`config.mk`:
```
export PLATFORM = sky130hd
export DESIGN_NAME = subpage_bitmap_allocator
export DESIGN_NICKNAME = d
export VERILOG_FILES = /design/src/rtl/sbalc_pkg.sv /design/src/rtl/sbalc_ram.sv /design/src/rtl/subpage_bitmap_allocator.sv
export SDC_FILE = /design/constraint.sdc
export NUM_CORES = 1
export LEC_CHECK = 0
export BUFFER_PORTS_ARGS = -buffer_cell sky130_fd_sc_hd__buf_4
export CAP_MARGIN = 5
export CORE_MARGIN = 2
export CORE_UTILIZATION = 50
export CTS_CLUSTER_DIAMETER = 60
export CTS_CLUSTER_SIZE = 20
export DETAILED_ROUTE_END_ITERATION = 12
export PLACE_DENSITY = 0.65
export SKIP_CTS_REPAIR_TIMING = 1
export SLEW_MARGIN = 20
export SYNTH_ARGS = -nofsm -noshare
export SYNTH_HDL_FRONTEND = slang
export SYNTH_SLANG_ARGS = --single-unit
```
`constraint.sdc`:
```
create_clock -name aclk -period 21.7 [get_ports aclk]
set_input_delay 2.17 -clock aclk [delete_from_list [all_inputs] [get_ports aclk]]
set_output_delay 2.17 -clock aclk [all_outputs]
set_load 0.01 [all_outputs]
```
`src/rtl/sbalc_pkg.sv`:
```
// ----------------------------------------------------------------------------
// Subpage bitmap allocator package
// Shared constants and types for the slot allocator and its testbench.
// ----------------------------------------------------------------------------
package sbalc_pkg;

    // Each bitmap memory word covers this many slots.
    localparam int WORD_BITS  = 64;
    localparam int WORD_SHIFT = 6;

    // Fixed widths of the stream fields.
    localparam int REQ_W       = 1;
    localparam int SLOT_W      = 9;
    localparam int ECOUNT_W    = 10;
    localparam int STATUS_W    = 2;
    localparam int S_TDATA_W   = 16;
    localparam int M_TDATA_W   = 24;

    // Element count after reset.
    localparam logic [ECOUNT_W-1:0] ECOUNT_RST = 10'd512;

    // Request kinds carried on s_tuser.
    localparam logic REQ_ALLOC = 1'b0;
    localparam logic REQ_FREE  = 1'b1;

    // Result status carried on m_tuser.
    typedef enum logic [STATUS_W-1:0] {
        ST_DONE       = 2'd0,
        ST_ALLOC_FAIL = 2'd1,
        ST_BAD_FREE   = 2'd2,
        ST_RELEASED   = 2'd3
    } status_t;

    // Request sequencer states.
    typedef enum logic [1:0] {
        S_IDLE,
        S_LOOK,
        S_EMIT
    } state_t;

endpackage

```
`src/rtl/sbalc_ram.sv`:
```
// ----------------------------------------------------------------------------
// Generic simple dual-port RAM
// One write port and one read port, read data registered on a read enable.
// ----------------------------------------------------------------------------
module sbalc_ram #(
    parameter int WIDTH = 64,
    parameter int DEPTH = 8
) (
    input  logic                                    aclk,
    input  logic                                    wr_en,
    input  logic [(DEPTH > 1 ? $clog2(DEPTH) : 1)-1:0] wr_addr,
    input  logic [WIDTH-1:0]                        wr_data,
    input  logic                                    rd_en,
    input  logic [(DEPTH > 1 ? $clog2(DEPTH) : 1)-1:0] rd_addr,
    output logic [WIDTH-1:0]                        rd_data
);

    logic [WIDTH-1:0] mem [DEPTH];
    logic [WIDTH-1:0] rd_data_reg;

    // Write port.
    always_ff @(posedge aclk) begin
        if (wr_en) begin
            mem[wr_addr] <= wr_data;
        end
    end

    // Registered read port; data holds until the next read.
    always_ff @(posedge aclk) begin
        if (rd_en) begin
            rd_data_reg <= mem[rd_addr];
        end
    end

    assign rd_data = rd_data_reg;

endmodule

```
`src/rtl/subpage_bitmap_allocator.sv`:
```
// ----------------------------------------------------------------------------
// Subpage bitmap allocator
// Slot allocator for the equal-sized elements of one page run.
// ----------------------------------------------------------------------------
// The used-slot bitmap lives in a RAM of 64-bit words with a registered read;
// a full flag per word steers the search for the lowest free slot, and a
// valid bit per word makes a never-written word read as all free, so neither
// reset nor an element count write needs a clearing pass. A free is accepted,
// reads its bitmap word and writes it back, then hands on its result; an
// allocate through the hint or the search does the same, and one whose hint
// slot turns out to be taken rereads the RAM first. Requests rejected on the
// counters alone (allocate when full or released, free out of range) skip the
// RAM. One request is in flight at a time; the finished result sits in the
// output register while the next request is accepted.
// Writing elem_count restarts the allocator and is allowed only when idle.
// ----------------------------------------------------------------------------
module subpage_bitmap_allocator #(
    parameter int MAX_ELEMS = 512
) (
    input  logic                            aclk,
    input  logic                            aresetn,
    // Configuration: element count.
    input  logic                            cfg_we,
    input  logic [sbalc_pkg::ECOUNT_W-1:0]  cfg_wdata,
    // Request stream.
    input  logic                            s_tvalid,
    output logic                            s_tready,
    // [8:0] slot_index, [9] sole_in_pool, [15:10] zero
    input  logic [sbalc_pkg::S_TDATA_W-1:0] s_tdata,
    // [0] req_type
    input  logic [sbalc_pkg::REQ_W-1:0]     s_tuser,
    // Result stream.
    output logic                            m_tvalid,
    input  logic                            m_tready,
    // [8:0] granted_index, [18:9] free_count, [19] joined_pool,
    // [20] left_pool, [23:21] zero
    output logic [sbalc_pkg::M_TDATA_W-1:0] m_tdata,
    // [1:0] status
    output logic [sbalc_pkg::STATUS_W-1:0]  m_tuser
);

    import sbalc_pkg::*;

    localparam int NUM_WORDS = (MAX_ELEMS + WORD_BITS - 1) / WORD_BITS;
    localparam int WI_W      = NUM_WORDS > 1 ? $clog2(NUM_WORDS) : 1;
    localparam int IDX_W     = $clog2(MAX_ELEMS);
    localparam int CNT_W     = $clog2(MAX_ELEMS + 1);

    // Element count clamped to the bitmap size.
    function automatic logic [CNT_W-1:0] eff_of(input logic [ECOUNT_W-1:0] v);
        if (32'(v) > 32'(MAX_ELEMS)) begin
            return CNT_W'(MAX_ELEMS);
        end
        return CNT_W'(v);
    endfunction

    // Bitmap word that holds a slot.
    function automatic logic [WI_W-1:0] word_of(input logic [31:0] idx);
        return WI_W'(idx >> WORD_SHIFT);
    endfunction

    // Full flags for a fresh start: words wholly beyond the count are full.
    function automatic logic [NUM_WORDS-1:0] full_init(input logic [CNT_W-1:0] cnt);
        logic [NUM_WORDS-1:0] f;
        for (int w = 0; w < NUM_WORDS; w++) begin
            f[w] = (32'(w) * WORD_BITS) >= 32'(cnt);
        end
        return f;
    endfunction

    // State and control registers.
    state_t                 state_reg, state_next;
    logic [ECOUNT_W-1:0]    ecount_reg, ecount_next;
    logic [CNT_W-1:0]       avail_reg, avail_next;
    logic [IDX_W-1:0]       hint_reg, hint_next;
    logic                   hint_valid_reg, hint_valid_next;
    logic                   released_reg, released_next;
    logic [NUM_WORDS-1:0]   full_reg, full_next;
    logic [NUM_WORDS-1:0]   wvalid_reg, wvalid_next;
    logic                   rd_valid_reg, rd_valid_next;

    // Request held while in flight.
    logic                   req_free_reg, req_free_next;
    logic [SLOT_W-1:0]      slot_reg, slot_next;
    logic                   sole_reg, sole_next;
    logic [WI_W-1:0]        addr_reg, addr_next;
    logic                   search_reg, search_next;

    // Staged result.
    status_t                res_status_reg, res_status_next;
    logic [SLOT_W-1:0]      res_index_reg, res_index_next;
    logic                   res_join_reg, res_join_next;
    logic                   res_leave_reg, res_leave_next;

    // Output register.
    logic                   m_valid_reg, m_valid_next;
    status_t                m_status_reg, m_status_next;
    logic [SLOT_W-1:0]      m_index_reg, m_index_next;
    logic [ECOUNT_W-1:0]    m_free_reg, m_free_next;
    logic                   m_join_reg, m_join_next;
    logic                   m_leave_reg, m_leave_next;

    // RAM ports.
    logic                   ram_wr_en;
    logic [WORD_BITS-1:0]   ram_wr_data;
    logic                   ram_rd_en;
    logic [WI_W-1:0]        ram_rd_addr;
    logic [WORD_BITS-1:0]   ram_rd_data;

    // Lookup helpers.
    logic [CNT_W-1:0]       count;
    logic                   any_open;
    logic [WI_W-1:0]        first_open;
    logic [WORD_BITS-1:0]   word;
    logic [WORD_BITS-1:0]   slot_mask;
    logic [WORD_BITS-1:0]   new_word;
    logic                   bit_found;
    logic [WORD_SHIFT-1:0]  bit_pos;
    logic [WORD_SHIFT-1:0]  look_pos;
    logic [CNT_W-1:0]       avail_inc;

    sbalc_ram #(
        .WIDTH (WORD_BITS),
        .DEPTH (NUM_WORDS)
    ) u_bitmap (
        .aclk    (aclk),
        .wr_en   (ram_wr_en),
        .wr_addr (addr_reg),
        .wr_data (ram_wr_data),
        .rd_en   (ram_rd_en),
        .rd_addr (ram_rd_addr),
        .rd_data (ram_rd_data)
    );

    assign count = eff_of(ecount_reg);

    // Lowest word that still has a free slot below the count.
    always_comb begin
        any_open   = 1'b0;
        first_open = '0;
        for (int w = NUM_WORDS - 1; w >= 0; w--) begin
            if (!full_reg[w]) begin
                any_open   = 1'b1;
                first_open = WI_W'(w);
            end
        end
    end

    // Word under inspection, its in-range slots and its lowest free slot.
    always_comb begin
        word      = rd_valid_reg ? ram_rd_data : '0;
        bit_found = 1'b0;
        bit_pos   = '0;
        for (int b = 0; b < WORD_BITS; b++) begin
            slot_mask[b] = (32'(addr_reg) * WORD_BITS + 32'(b)) < 32'(count);
        end
        for (int b = WORD_BITS - 1; b >= 0; b--) begin
            if (slot_mask[b] && !word[b]) begin
                bit_found = 1'b1;
                bit_pos   = WORD_SHIFT'(b);
            end
        end
    end

    assign look_pos  = req_free_reg ? slot_reg[WORD_SHIFT-1:0] : hint_reg[WORD_SHIFT-1:0];
    assign avail_inc = avail_reg + CNT_W'(1);

    // Sequencer: next state, bitmap access and state updates.
    always_comb begin
        state_next      = state_reg;
        ecount_next     = ecount_reg;
        avail_next      = avail_reg;
        hint_next       = hint_reg;
        hint_valid_next = hint_valid_reg;
        released_next   = released_reg;
        full_next       = full_reg;
        wvalid_next     = wvalid_reg;
        rd_valid_next   = rd_valid_reg;
        req_free_next   = req_free_reg;
        slot_next       = slot_reg;
        sole_next       = sole_reg;
        addr_next       = addr_reg;
        search_next     = search_reg;
        res_status_next = res_status_reg;
        res_index_next  = res_index_reg;
        res_join_next   = res_join_reg;
        res_leave_next  = res_leave_reg;
        m_valid_next    = m_valid_reg;
        m_status_next   = m_status_reg;
        m_index_next    = m_index_reg;
        m_free_next     = m_free_reg;
        m_join_next     = m_join_reg;
        m_leave_next    = m_leave_reg;
        ram_wr_en       = 1'b0;
        ram_wr_data     = word;
        ram_rd_en       = 1'b0;
        ram_rd_addr     = '0;
        new_word        = word;
        s_tready        = 1'b0;

        // The output beat leaves when the sink takes it.
        if (m_valid_reg && m_tready) begin
            m_valid_next = 1'b0;
        end

        case (state_reg)
            S_IDLE: begin
                s_tready = 1'b1;
                if (s_tvalid) begin
                    req_free_next   = s_tuser[0];
                    slot_next       = s_tdata[SLOT_W-1:0];
                    sole_next       = s_tdata[SLOT_W];
                    res_status_next = ST_DONE;
                    res_index_next  = '0;
                    res_join_next   = 1'b0;
                    res_leave_next  = 1'b0;
                    search_next     = 1'b0;
                    state_next      = S_EMIT;
                    if (s_tuser[0] == REQ_FREE) begin
                        // Out-of-range free is rejected without a read.
                        if (32'(s_tdata[SLOT_W-1:0]) >= 32'(count)) begin
                            res_status_next = ST_BAD_FREE;
                        end else begin
                            ram_rd_addr = word_of(32'(s_tdata[SLOT_W-1:0]));
                            ram_rd_en   = 1'b1;
                            state_next  = S_LOOK;
                        end
                    end else if (avail_reg == '0 || released_reg) begin
                        res_status_next = ST_ALLOC_FAIL;
                    end else begin
                        // The hint is spent by any allocate that gets this far.
                        hint_valid_next = 1'b0;
                        if (hint_valid_reg && (32'(hint_reg) < 32'(count))) begin
                            ram_rd_addr = word_of(32'(hint_reg));
                            ram_rd_en   = 1'b1;
                            state_next  = S_LOOK;
                        end else if (any_open) begin
                            ram_rd_addr = first_open;
                            ram_rd_en   = 1'b1;
                            search_next = 1'b1;
                            state_next  = S_LOOK;
                        end else begin
                            res_status_next = ST_ALLOC_FAIL;
                        end
                    end
                end
            end

            S_LOOK: begin
                state_next = S_EMIT;
                if (req_free_reg) begin
                    // Free: the slot must be in use.
                    if (!word[look_pos]) begin
                        res_status_next = ST_BAD_FREE;
                    end else begin
                        new_word[look_pos] = 1'b0;
                        ram_wr_en          = 1'b1;
                        hint_next          = IDX_W'(slot_reg);
                        hint_valid_next    = 1'b1;
                        if (avail_reg == '0) begin
                            avail_next    = avail_inc;
                            res_join_next = 1'b1;
                        end else begin
                            avail_next = avail_inc;
                            if (avail_inc == count && !sole_reg) begin
                                released_next   = 1'b1;
                                res_status_next = ST_RELEASED;
                                res_leave_next  = 1'b1;
                            end
                        end
                    end
                end else if (!search_reg) begin
                    // Allocate through the hint, or fall back to the search.
                    if (!word[look_pos]) begin
                        new_word[look_pos] = 1'b1;
                        ram_wr_en          = 1'b1;
                        avail_next         = avail_reg - CNT_W'(1);
                        res_index_next     = SLOT_W'(hint_reg);
                        res_leave_next     = (avail_reg == CNT_W'(1));
                    end else if (any_open) begin
                        ram_rd_addr = first_open;
                        ram_rd_en   = 1'b1;
                        search_next = 1'b1;
                        state_next  = S_LOOK;
                    end else begin
                        res_status_next = ST_ALLOC_FAIL;
                    end
                end else begin
                    // Allocate the lowest free slot of the searched word.
                    if (bit_found) begin
                        new_word[bit_pos] = 1'b1;
                        ram_wr_en         = 1'b1;
                        avail_next        = avail_reg - CNT_W'(1);
                        res_index_next    = SLOT_W'(32'(addr_reg) * WORD_BITS
                                                    + 32'(bit_pos));
                        res_leave_next    = (avail_reg == CNT_W'(1));
                    end else begin
                        res_status_next = ST_ALLOC_FAIL;
                    end
                end
                ram_wr_data = new_word;
                if (ram_wr_en) begin
                    wvalid_next[addr_reg] = 1'b1;
                    full_next[addr_reg]   = &(new_word | ~slot_mask);
                end
            end

            S_EMIT: begin
                // Hand the result to the output register once it is free.
                if (!m_valid_reg || m_tready) begin
                    m_valid_next  = 1'b1;
                    m_status_next = res_status_reg;
                    m_index_next  = res_index_reg;
                    m_free_next   = ECOUNT_W'(avail_reg);
                    m_join_next   = res_join_reg;
                    m_leave_next  = res_leave_reg;
                    state_next    = S_IDLE;
                end
            end

            default: begin
                state_next = S_IDLE;
            end
        endcase

        // Latch whether the word being read was ever written.
        if (ram_rd_en) begin
            addr_next     = ram_rd_addr;
            rd_valid_next = wvalid_reg[ram_rd_addr];
        end

        // An element count write restarts the allocator.
        if (cfg_we) begin
            ecount_next     = cfg_wdata;
            avail_next      = eff_of(cfg_wdata);
            hint_next       = '0;
            hint_valid_next = 1'b1;
            released_next   = 1'b0;
            wvalid_next     = '0;
            full_next       = full_init(eff_of(cfg_wdata));
        end
    end

    // Control registers with synchronous reset.
    always_ff @(posedge aclk) begin
        if (!aresetn) begin
            state_reg      <= S_IDLE;
            ecount_reg     <= ECOUNT_RST;
            avail_reg      <= eff_of(ECOUNT_RST);
            hint_reg       <= '0;
            hint_valid_reg <= 1'b1;
            released_reg   <= 1'b0;
            full_reg       <= full_init(eff_of(ECOUNT_RST));
            wvalid_reg     <= '0;
            m_valid_reg    <= 1'b0;
        end else begin
            state_reg      <= state_next;
            ecount_reg     <= ecount_next;
            avail_reg      <= avail_next;
            hint_reg       <= hint_next;
            hint_valid_reg <= hint_valid_next;
            released_reg   <= released_next;
            full_reg       <= full_next;
            wvalid_reg     <= wvalid_next;
            m_valid_reg    <= m_valid_next;
        end
    end

    // Payload registers.
    always_ff @(posedge aclk) begin
        rd_valid_reg   <= rd_valid_next;
        req_free_reg   <= req_free_next;
        slot_reg       <= slot_next;
        sole_reg       <= sole_next;
        addr_reg       <= addr_next;
        search_reg     <= search_next;
        res_status_reg <= res_status_next;
        res_index_reg  <= res_index_next;
        res_join_reg   <= res_join_next;
        res_leave_reg  <= res_leave_next;
        m_status_reg   <= m_status_next;
        m_index_reg    <= m_index_next;
        m_free_reg     <= m_free_next;
        m_join_reg     <= m_join_next;
        m_leave_reg    <= m_leave_next;
    end

    // Result beat.
    assign m_tvalid = m_valid_reg;
    assign m_tdata  = {3'b000, m_leave_reg, m_join_reg, m_free_reg, m_index_reg};
    assign m_tuser  = m_status_reg;

endmodule

```
==> metrics.md <==
| Metric | Value |
|---|---|
| Iter 0 DRT Violations | `between 4000 and 5000` |
| FFs w/ async S/R, synth | `0` |
| Gr ovfl total | `0` |
| Clock Sinks | `678` |
| Dpl hpwl | `98200 um` |
| Nets | `3284` |
| Req. time, crit path | `22220 ps` |
| Vias post-DR | `around 29000` |
| Root buf cell | `clkbuf_16` |
| Die H | `267 um` |
| Max-cap violations | `0` |
| Critical path capture point type | `flop` |
| CP Data Arrival Time | `8470 ps` |
| Clock share of power | `0.278` |
| Max reg flops | `slightly above 500` |
| H-tree depth | `2` |
| Via/cell ratio | `6.88` |
| Critical-path maximum fanout | `11` |
| CP Launch Type | `flop` |
| Main flop type after synthesis | `edfxtp_1` |
| Final Skew | `about 25 ps` |
| Leak pwr | `around 12 nW` |
| Flop2flop setup slack | `about 14000 ps` |
| Largest net degree at the start of global routing | `roughly 130` |
| Routed length per placed instance | `33.5 um` |
| Critical path type | `reg2reg` |
| Vias in the first global route | `~27000` |
| Cell count after synthesis | `roughly 3300` |
| IO Pins | `60` |
| Post-layout min period | `7950 ps` |
| TritonCTS buffer count | `45` |
| First drt pass iteration count | `6` |
| # setup viols final | `0` |
| Routed Antenna Nets | `0` |
| Synth Warn # | `0` |
| RSZ-0062 raised after global routing | `no` |
| Max IR drop VDD | `89.8 uV` |
| Sequential fraction of the synthesis area | `0.574` |
| Synth cell types | `107` |
| Fin Setup TNS | `0 ps` |
| Reg clk slew, reported paths | `90 ps` |
| Tcrit/Tclk final | `0.366` |
| Slew Limit Headroom | `0.104` |
| GPL Wtd Cong | `around 1.1` |
| Clock Latency Late Sink | `610 ps` |
| Initial Util | `0.505` |
| Number of flops mapped to enable cells by yosys | `roughly 630` |
| Pwr Density | `roughly 80 mW/mm^2` |
| Number of antenna violations at the first check in global routing | `6` |
| Clk buf depth | `3` |
| Fin worst setup slack | `13750 ps` |
| Area delta synth->final | `8.28%` |
| Hold Crit Class | `reg2reg` |
| Placement Rows | `between 90 and 100` |
| Dpl ws | `13900 ps` |
| Max frequency | `0.126 GHz` |
| Hold Slack | `421 ps` |
| Slew @ Worst Pin | `1330 ps` |
| CTS tree | `built` |
| Die area | `around 0.071 mm^2` |
| Final WL | `140000 um` |
| Chip width | `267 um` |
| Flop pwr share | `0.522` |
| DRC viols | `0` |
| Max Slew Vio Count | `0` |
| CORE AREA | `0.0686 mm^2` |
| Final hold violations | `0` |
| GR Util All Layers | `0.391` |
| Net Sw Power | `around 930 uW` |
| Logic gate share of total power | `0.200` |
| Sw Share | `0.308` |
| Outcome | `finished clean` |
| Mapped cell area | `0.0346 mm^2` |
| Layout cells sized above 1 | `0.0932` |
| Pint | `2.09 mW` |
| Number of synthesized register bits | `678` |
| Synthesized area per cell | `roughly 11 um^2` |
| Number of fill cells in the layout | `5757` |
| IO buf count | `50` |
| First-pass GRT wire length | `197000 um` |
-- through the flow --
stage / total power [mW] / instance area (um^2) / cells / utilization
floorplan: 1.92 / 34600 / 3259 / -
global placement: 2.17 / 36100 / 4112 / 0.526
detailed placement: 2.18 / 36100 / 4112 / 0.527
CTS: 3.00 / 37500 / 4182 / 0.546
global route: 3.09 / 37500 / 4182 / 0.546
finish: 3.01 / 37500 / 4186 / 0.547
-- cell families after synthesis --
group / synth area share
xor gates and xnor gates: 0.00531
AOI/OAI and AO/OA: 0.160
adders and majority gates: 0.00867
muxes: 0.0342
and+or+nand+nor: 0.189
buffers and inverters: 0.0296
DFF: 0.574
other: 0.000108
-- area by class of cell --
cell class,instances,area (um^2),area share
sequential,678,19900,0.530
multi-input combinational,2331,13900,0.370
tap,931,1160,0.0311
clock buffer,55,1160,0.0310
timing repair buffer,146,1110,0.0296
clock inverter,15,191,0.00511
inverter,26,105,0.00280
antenna,4,10.0,0.000267
-- critical path: stages, from the launching register on --
cell and delay [ps]:
dfxtp_1 320, inv_1 240, nand2_1 320, ha_1 570, nand4b_1 360, o22ai_1 740
a311o_1 500, nand4_1 330, nor4_2 850, nand2b_1 160, or3_1 630, nor3_1 330
buf_4 220, and3_1 190, a2bb2oi_1 600, nand4_1 260, a2111oi_4 660, nand3_2 210
o31ai_1 320
-- cell usage in the layout, fill, tap and decap left out, drive strengths merged, types with 12 or more instances in the layout --
cell type / count
o21ai: 175
nand2: 629
nor3: 47
nand4: 25
ha: 24
nor2b: 28
dfxtp: 50
a21o: 27
a32oi: 78
nor4: 18
nand3: 209
a31oi: 100
o21a: 12
a21oi: 136
clkbuf: 55
and2: 49
o31ai: 25
edfxtp: 628
buf: 146
and3: 92
o22ai: 24
a41oi: 13
o211ai: 22
nand2b: 24
mux2i: 94
o21bai: 15
nor2: 153
inv: 33
xnor2: 14
a211oi: 32
-- power groups by stage --
stage	Combinational (mW)	Clock, mW	Sequential (mW)
final	0.604	0.837	1.57
after global routing	0.629	0.889	1.58
after CTS	0.580	0.851	1.57
after detailed placement	0.578	0	1.60
after global placement	0.569	0	1.60
after floorplan	0.348	0	1.57
-- layer usage --
layer	part of all wire	track usage
met2	0.44	0.590
met5	0	0
met4	0.066	0.224
met3	0.10	0.0866
met1	0.39	0.521
-- Yosys cell counts, types with 30 or more instances --
cell	count	area [um^2]
buf_2	34	170
dfxtp_1	50	1000
mux2i_1	94	941
a211oi_1	30	225
clkbuf_1	147	552
nor3_1	43	215
and2_1	48	300
and3_1	92	576
buf_1	33	124
edfxtp_1	628	18900
nor2_1	153	574
a32oi_1	77	674
a31oi_1	100	626
a21oi_1	136	681
nand2_1	628	2360
o21ai_0	174	871
nand3_1	207	1040
-- worst paths after layout --
check	startpoint	end	cells past startpoint
setup / recovery	ecount_reg[9]$_SDFFE_PN1P_	full_reg[2]$_SDFFE_PN0P_	18
hold / removal	res_index_reg[5]$_SDFFCE_PN0P_	m_index_reg[5]$_DFFE_PP_	0
setup reg to reg	ecount_reg[9]$_SDFFE_PN1P_	full_reg[2]$_SDFFE_PN0P_	18
hold reg to reg	res_index_reg[5]$_SDFFCE_PN0P_	m_index_reg[5]$_DFFE_PP_	0
Power figures use the tool's default switching activity.
